===== src/ssno_pkg.sv =====
// Shared constants, types and the digit-to-segment table for the seven-segment overlay.
// No dependencies; imported by seven_segment_number_overlay_unit.
package ssno_pkg;

	// Default frame size
	localparam int IMAGE_WIDTH_DEF  = 512;
	localparam int IMAGE_HEIGHT_DEF = 512;

	// Field widths
	localparam int COORD_W  = 9;
	localparam int PIXEL_W  = 16;
	localparam int NUMBER_W = 10;
	localparam int CFG_IDX_W  = 1;
	localparam int CFG_DATA_W = 16;
	localparam int S_TDATA_W  = 40;

	// Configuration register indexes
	localparam logic [CFG_IDX_W-1:0] CFG_SHOWN_NUMBER  = 1'd0;
	localparam logic [CFG_IDX_W-1:0] CFG_OVERLAY_COLOR = 1'd1;

	// Largest number that can be drawn
	localparam logic [NUMBER_W-1:0] NUMBER_MAX = 10'd999;

	// Digit geometry: offsets subtracted from the frame width or height
	localparam int DIGIT_SPACING = 22;
	localparam int ROW_TOP_LO = 42;
	localparam int ROW_UP_LO  = 39;
	localparam int ROW_MID_LO = 27;
	localparam int ROW_LOW_LO = 24;
	localparam int ROW_BOT_LO = 12;
	localparam int ROW_BOT_HI = 9;
	localparam int COL_LEFT_LO  = 27;
	localparam int COL_BAR_LO   = 24;
	localparam int COL_RIGHT_LO = 12;
	localparam int COL_RIGHT_HI = 9;

	// Reciprocal multipliers for the decimal split
	localparam int DIV100_MUL = 41;
	localparam int DIV100_SH  = 12;
	localparam int DIV10_MUL  = 205;
	localparam int DIV10_SH   = 11;

	// Horizontal bands of one digit
	typedef struct packed {
		logic bottom;
		logic lower;
		logic middle;
		logic upper;
		logic top;
	} row_band_t;

	// Column classes of one digit position
	typedef struct packed {
		logic right;
		logic left;
		logic bar;
	} col_class_t;

	// Segment mask of a decimal digit; bit k lights segment k
	// (top, upper left, upper right, middle, lower left, lower right, bottom)
	function automatic logic [6:0] digit_segments(input logic [3:0] digit);
		logic [6:0] m;
		case (digit)
			4'd0: m = 7'h77;
			4'd1: m = 7'h24;
			4'd2: m = 7'h5D;
			4'd3: m = 7'h6D;
			4'd4: m = 7'h2E;
			4'd5: m = 7'h6B;
			4'd6: m = 7'h7A;
			4'd7: m = 7'h25;
			4'd8: m = 7'h7F;
			4'd9: m = 7'h2F;
			default: m = 7'h00;
		endcase
		return m;
	endfunction

endpackage


===== src/seven_segment_number_overlay_unit.sv =====
// Overlays a three-digit seven-segment number on a pixel stream, bottom-right corner.
// Depends on ssno_pkg for geometry constants, the segment table and register indexes.
//
//  channel  | direction | beat contents
//  ---------+-----------+---------------------------------------------------------
//  s_axis   | in        | tdata: pixel_col[8:0], pixel_row[17:9], pixel_in[33:18]
//  m_axis   | out       | tdata: pixel_out[15:0]; tuser: in_segment
//  cfg      | in        | cfg_we, cfg_index, cfg_data (no read-back)
//
// Four register stages: one beat enters per cycle unless m_axis stalls.
// Stage 1 saturates the number, splits off hundreds and compares coordinates against
// the band and column limits; stages 2-3 take the remainder and tens; stage 4 finds units and combines.
// A stall on m_axis freezes all stages together; nothing is dropped or repeated.
// Reset clears the valid bits and both configuration registers.
module seven_segment_number_overlay_unit
	import ssno_pkg::*;
#(
	parameter int IMAGE_WIDTH  = IMAGE_WIDTH_DEF,
	parameter int IMAGE_HEIGHT = IMAGE_HEIGHT_DEF
) (
	input  logic                  clk,
	input  logic                  arst_n,
	// configuration write port
	input  logic                  cfg_we,
	input  logic [CFG_IDX_W-1:0]  cfg_index,
	input  logic [CFG_DATA_W-1:0] cfg_data,
	// input stream
	input  logic                  s_axis_tvalid,
	output logic                  s_axis_tready,
	input  logic [S_TDATA_W-1:0]  s_axis_tdata,  // pixel_col, pixel_row, pixel_in, zero pad
	// output stream
	output logic                  m_axis_tvalid,
	input  logic                  m_axis_tready,
	output logic [PIXEL_W-1:0]    m_axis_tdata,  // pixel_out
	output logic                  m_axis_tuser   // in_segment
);

	localparam int DIM_MAX = (IMAGE_WIDTH > IMAGE_HEIGHT) ? IMAGE_WIDTH : IMAGE_HEIGHT;
	localparam int CW_RAW  = $clog2(DIM_MAX + 1);
	localparam int CW      = (CW_RAW > COORD_W) ? CW_RAW : COORD_W;

	// Row limits
	localparam logic [CW-1:0] R_TOP = CW'(IMAGE_HEIGHT - ROW_TOP_LO);
	localparam logic [CW-1:0] R_UP  = CW'(IMAGE_HEIGHT - ROW_UP_LO);
	localparam logic [CW-1:0] R_MID = CW'(IMAGE_HEIGHT - ROW_MID_LO);
	localparam logic [CW-1:0] R_LOW = CW'(IMAGE_HEIGHT - ROW_LOW_LO);
	localparam logic [CW-1:0] R_BOT = CW'(IMAGE_HEIGHT - ROW_BOT_LO);
	localparam logic [CW-1:0] R_END = CW'(IMAGE_HEIGHT - ROW_BOT_HI);

	// Configuration registers
	logic [NUMBER_W-1:0] shown_number_q;
	logic [PIXEL_W-1:0]  overlay_color_q;

	// Pipeline advance
	logic en;

	// Input unpacking
	logic [COORD_W-1:0] in_col;
	logic [COORD_W-1:0] in_row;
	logic [PIXEL_W-1:0] in_pix;
	logic [CW-1:0]      col_x;
	logic [CW-1:0]      row_x;

	// Stage 1 logic
	logic [NUMBER_W-1:0] n_sat;
	logic [15:0]         h_prod;
	row_band_t           band_c;
	col_class_t [2:0]    cls_c;

	// Stage registers
	logic                v_s1, v_s2, v_s3, v_s4;
	logic [PIXEL_W-1:0]  pix_s1, pix_s2, pix_s3;
	row_band_t           band_s1, band_s2, band_s3;
	col_class_t [2:0]    cls_s1, cls_s2, cls_s3;
	logic [NUMBER_W-1:0] n_s1;
	logic [3:0]          hund_s1, hund_s2, hund_s3;
	logic [6:0]          rem_s2, rem_s3;
	logic [3:0]          tens_s3;
	logic [PIXEL_W-1:0]  pix_s4;
	logic                hit_s4;

	// Stage 2/3/4 logic
	logic [NUMBER_W-1:0] rem_full;
	logic [14:0]         t_prod;
	logic [6:0]          tens_x10;
	logic [6:0]          units_full;
	logic [3:0]          units;
	logic [6:0]          mask_h, mask_t, mask_u;
	logic                show_h, show_t;
	logic [2:0]          pos_hit;

	// Lit segment under the pixel for one digit position
	function automatic logic seg_hit(input logic [6:0] m, input row_band_t b,
		input col_class_t c);
		logic r;
		r = (m[0] && b.top    && c.bar)   ||
		    (m[1] && b.upper  && c.left)  ||
		    (m[2] && b.upper  && c.right) ||
		    (m[3] && b.middle && c.bar)   ||
		    (m[4] && b.lower  && c.left)  ||
		    (m[5] && b.lower  && c.right) ||
		    (m[6] && b.bottom && c.bar);
		return r;
	endfunction

	// Configuration writes
	always_ff @(posedge clk or negedge arst_n) begin
		if (!arst_n) begin
			shown_number_q  <= '0;
			overlay_color_q <= '0;
		end else if (cfg_we) begin
			case (cfg_index)
				CFG_SHOWN_NUMBER:  shown_number_q  <= cfg_data[NUMBER_W-1:0];
				CFG_OVERLAY_COLOR: overlay_color_q <= cfg_data[PIXEL_W-1:0];
				default: ;
			endcase
		end
	end

	// Advance whenever the output slot is free or being taken
	assign en            = !v_s4 || m_axis_tready;
	assign s_axis_tready = en;

	assign in_col = s_axis_tdata[COORD_W-1:0];
	assign in_row = s_axis_tdata[2*COORD_W-1:COORD_W];
	assign in_pix = s_axis_tdata[2*COORD_W+PIXEL_W-1:2*COORD_W];
	assign col_x  = CW'(in_col);
	assign row_x  = CW'(in_row);

	// Stage 1: saturate, divide by 100, classify coordinates
	always_comb begin
		n_sat  = (shown_number_q > NUMBER_MAX) ? NUMBER_MAX : shown_number_q;
		h_prod = 16'(n_sat) * 16'(DIV100_MUL);

		band_c.top    = (row_x >= R_TOP) && (row_x < R_UP);
		band_c.upper  = (row_x >= R_UP)  && (row_x < R_MID);
		band_c.middle = (row_x >= R_MID) && (row_x < R_LOW);
		band_c.lower  = (row_x >= R_LOW) && (row_x < R_BOT);
		band_c.bottom = (row_x >= R_BOT) && (row_x < R_END);

		for (int p = 0; p < 3; p++) begin
			cls_c[p].left  = (col_x >= CW'(IMAGE_WIDTH - COL_LEFT_LO - p*DIGIT_SPACING)) &&
			                 (col_x <  CW'(IMAGE_WIDTH - COL_BAR_LO - p*DIGIT_SPACING));
			cls_c[p].bar   = (col_x >= CW'(IMAGE_WIDTH - COL_BAR_LO - p*DIGIT_SPACING)) &&
			                 (col_x <  CW'(IMAGE_WIDTH - COL_RIGHT_LO - p*DIGIT_SPACING));
			cls_c[p].right = (col_x >= CW'(IMAGE_WIDTH - COL_RIGHT_LO - p*DIGIT_SPACING)) &&
			                 (col_x <  CW'(IMAGE_WIDTH - COL_RIGHT_HI - p*DIGIT_SPACING));
		end
	end

	// Stage 2: remainder after hundreds
	assign rem_full = n_s1 - NUMBER_W'(hund_s1) * NUMBER_W'(100);

	// Stage 3: divide remainder by 10
	assign t_prod = 15'(rem_s2) * 15'(DIV10_MUL);

	// Stage 4: units, segment lookup and hit test
	always_comb begin
		tens_x10   = (7'(tens_s3) << 3) + (7'(tens_s3) << 1);
		units_full = rem_s3 - tens_x10;
		units      = units_full[3:0];
		mask_h     = digit_segments(hund_s3);
		mask_t     = digit_segments(tens_s3);
		mask_u     = digit_segments(units);
		show_h     = (hund_s3 != 4'd0);
		show_t     = show_h || (tens_s3 != 4'd0);
		pos_hit[0] = seg_hit(mask_u, band_s3, cls_s3[0]);
		pos_hit[1] = show_t && seg_hit(mask_t, band_s3, cls_s3[1]);
		pos_hit[2] = show_h && seg_hit(mask_h, band_s3, cls_s3[2]);
	end

	// Valid bits
	always_ff @(posedge clk or negedge arst_n) begin
		if (!arst_n) begin
			v_s1 <= 1'b0;
			v_s2 <= 1'b0;
			v_s3 <= 1'b0;
			v_s4 <= 1'b0;
		end else if (en) begin
			v_s1 <= s_axis_tvalid;
			v_s2 <= v_s1;
			v_s3 <= v_s2;
			v_s4 <= v_s3;
		end
	end

	// Payload stages; hold on stall
	always_ff @(posedge clk) begin
		if (en) begin
			pix_s1  <= in_pix;
			band_s1 <= band_c;
			cls_s1  <= cls_c;
			n_s1    <= n_sat;
			hund_s1 <= h_prod[DIV100_SH+3:DIV100_SH];

			pix_s2  <= pix_s1;
			band_s2 <= band_s1;
			cls_s2  <= cls_s1;
			hund_s2 <= hund_s1;
			rem_s2  <= rem_full[6:0];

			pix_s3  <= pix_s2;
			band_s3 <= band_s2;
			cls_s3  <= cls_s2;
			hund_s3 <= hund_s2;
			rem_s3  <= rem_s2;
			tens_s3 <= t_prod[DIV10_SH+3:DIV10_SH];

			hit_s4  <= |pos_hit;
			pix_s4  <= (|pos_hit) ? overlay_color_q : pix_s3;
		end
	end

	assign m_axis_tvalid = v_s4;
	assign m_axis_tdata  = pix_s4;
	assign m_axis_tuser  = hit_s4;

endmodule

===== config.mk =====
export PLATFORM = sky130hd
export DESIGN_NAME = seven_segment_number_overlay_unit
export DESIGN_NICKNAME = d
export VERILOG_FILES = /design/src/ssno_pkg.sv /design/src/seven_segment_number_overlay_unit.sv
export SDC_FILE = /design/constraint.sdc
export NUM_CORES = 1
export LEC_CHECK = 0
export ABC_AREA = 0
export BUFFER_PORTS_ARGS = -buffer_cell sky130_fd_sc_hd__buf_2
export CORE_UTILIZATION = 60
export DETAILED_ROUTE_END_ITERATION = 10
export PLACE_DENSITY_LB_ADDON = 0.1
export SYNTH_ARGS = -nofsm -noshare
export SYNTH_HDL_FRONTEND = slang
export SYNTH_SLANG_ARGS = --single-unit

===== constraint.sdc =====
create_clock -name clk -period 8.3 [get_ports clk]
set_clock_uncertainty 0.1 [all_clocks]
set_input_delay 0.83 -clock clk [delete_from_list [all_inputs] [get_ports clk]]
set_output_delay 0.83 -clock clk [all_outputs]
set_load 0.1 [all_outputs]

==> out/qor.yml <==
yosys_warnings: 0
path_clk_slew_ps: 70
overflow: 0
grt_pass1_wl_mm: 24.9
vias_per_cell: 5.60
cp.required_ps: 8550
outcome: "finished clean"
ys_ff_latch: 185
cp_slowest_cell: "fa_1"
rsz0062_at_grt: "no"
setup_viol: 0
chipWidth_um: 125
layout.nets: 893
area_growth_pct: 12.5
max_cap_viol_count: 0
synthFlopType: "edfxtp_1"
crit_type: "flip-flop to flip-flop"
hp-class: "flip-flop to flip-flop"
grt_max_degree: 82
cts_inserted_buffers: 17
fin_setup_tns_ps: 0
cts_max_path_buffers: 2
synth_cells: 652
final_antenna_net_count: 0
cts_resized: 0
critPathLaunchType: "flip-flop"
grt_pass1_vias: 5339
final-hold-violation-count: 0
wl_per_cell_um: 16.1
synth_fp_nets: 816
antenna_found_initial: 1
synthDistinctLibCells: 65
fin_crit_ps: 4580
syn_area_per_cell_sq_um: 13.8
die_h_um: 125
report.final.slew_viol_count: 0
min_period_over_period_pct: 55.2
worst_slew_pin_slew_ps: 1130
globalplace.congestion: 0.887
synth_area_sq_mm: 0.00901
wirelength_mm: 14.9
max_freq_mhz: 218
cts_hold_buf: 0
htreeDepth: 4
track_usage_pct: 20.6
vias: 5190
numClockSinks: 185
max_stage_delay_ps: 510
final_common_cell: "edfxtp_1"
cts_root_buffer: "clkbuf_16"
cts_tree: "built"
start_util_pct: 61.7
dieArea_sq_mm: 0.0155
crit_chain: "ha_1, ha_1, fa_1, inv_1, fa_1, inv_1, ha_1, a21o_1, o311ai_1, a211o_1, a21oi_1, o31a_1, inv_1, ha_1, inv_1, o21ai_0, o21ai_0"
drive_gt1_share_pct: 21.7
hpwlAfterDp_mm: 10.8
ios: 81
remaining_drc_errors: 0
first_iter_violations: 298
slew_headroom_pct: 24.6
core-area_sq_mm: 0.0146
placementRows: 44
first_pass_iters: 5
clk_latency_ps: 430
numPortBuffers: 74
ys_async_sr_fraction_pct: 16.2
critPathArrivalTime_ps: 4830
final_cell_mix: "edfxtp_1, ha_1, buf_2"
worstSetupEndpointType: "flip-flop"
synth_edf_count: 141
cts_setup_buffers: 0
ys_seq_area_share_pct: 58.5
cp_max_fo: 5
routing by layer:
layer	part of all wire, %	global-route usage (%)	wire, um
met1	41	23.5	6140
met2	52	36.4	7790
met3	4.9	6.62	729
met4	1.7	7.02	250
met5	0	0	0
critical path: cells and delay by family, from the launching register on:
kind / cells / cell delay (ps)
AO/OA/AOI/OAI: 7 / 1500
buffers and inverters: 4 / 300
adder cells (fa/ha/maj): 6 / 2150
flip-flops: 1 / 460
cell usage after synthesis (all sizes together), types with 4 or more instances:
cell type | count | share of area, %
a21oi | 14 | 0.78
a21o | 10 | 0.83
nor3 | 4 | 0.22
inv | 64 | 2.7
mux2i | 10 | 1.1
xnor2 | 16 | 1.6
nand2 | 36 | 1.5
or2 | 5 | 0.35
mux2 | 38 | 5.1
a31oi | 4 | 0.28
ha | 89 | 12
nand3 | 12 | 0.67
fa | 13 | 2.9
nor4 | 4 | 0.28
and2 | 6 | 0.43
o21ai | 22 | 1.2
a22o | 6 | 0.58
nor2 | 29 | 1.2
dfxtp | 14 | 3.1
nor2b | 6 | 0.42
dfrtp | 30 | 8.3
and3 | 6 | 0.42
a222oi | 4 | 0.44
xor2 | 5 | 0.57
edfxtp | 141 | 47
clkbuf | 16 | 0.67
logic make-up after synthesis:
logic type      Yosys count  share of synthesized area, %
fa+ha+maj               102                          15.3
xor+xnor                 21                          2.21
simple gates            125                          7.02
compound gates           89                          7.14
buf+inv                  82                          3.68
mux                      48                          6.24
flops                   185                          58.5
worst paths after layout:
kind                       slack, ps  cells past startpoint                   to  startpoint
setup / recovery                3720                     17            mask_t[3]   rem_s2[4]
hold / removal                   320                      0           pix_s2[10]  pix_s1[10]
setup reg to reg                3720                     17            mask_t[3]   rem_s2[4]
hold reg to reg                  320                      0           pix_s2[10]  pix_s1[10]
max in group asynchronous       7300                      1                 v_s3      arst_n
min in group asynchronous        350                      1  overlay_color_q[15]      arst_n
registers in the layout (all words and copies together) (netlist names), 7 cells and up:
signal / flops
pix_s2: 16
shown_number_q: 10
pix_s1: 16
cls_s2: 9
m_axis_tdata: 16
mask_t: 7
pix_s3: 16
mask_h: 7
cls_s1: 9
cls_s3: 9
rem_s2: 7
overlay_color_q: 16
n_s1: 7
final cells by class:
type                       count  area (sq um)
clock buffer                  18           429
sequential                   185          5270
tap                          184           230
clock inverter                14           166
inverter                      64           245
antenna                        1          2.50
multi-input combinational    385          3410
timing repair buffer          76           385
fill                         970          4460
through the flow:
stage	hold slack [ps]	area (sq um)	worst slack, ps	std cells	utilization (%)
after floorplan	300	9010	290	652	-
after global placement	301	9540	3900	894	65.4
after detailed placement	305	9540	3780	894	65.4
after CTS	320	10100	3730	926	69.4
after global routing	324	10100	3430	926	69.4
final	319	10100	3720	927	69.5
Power is not shown: default switching activity piles up to over one toggle a cycle in this logic, so the estimate is an artifact.
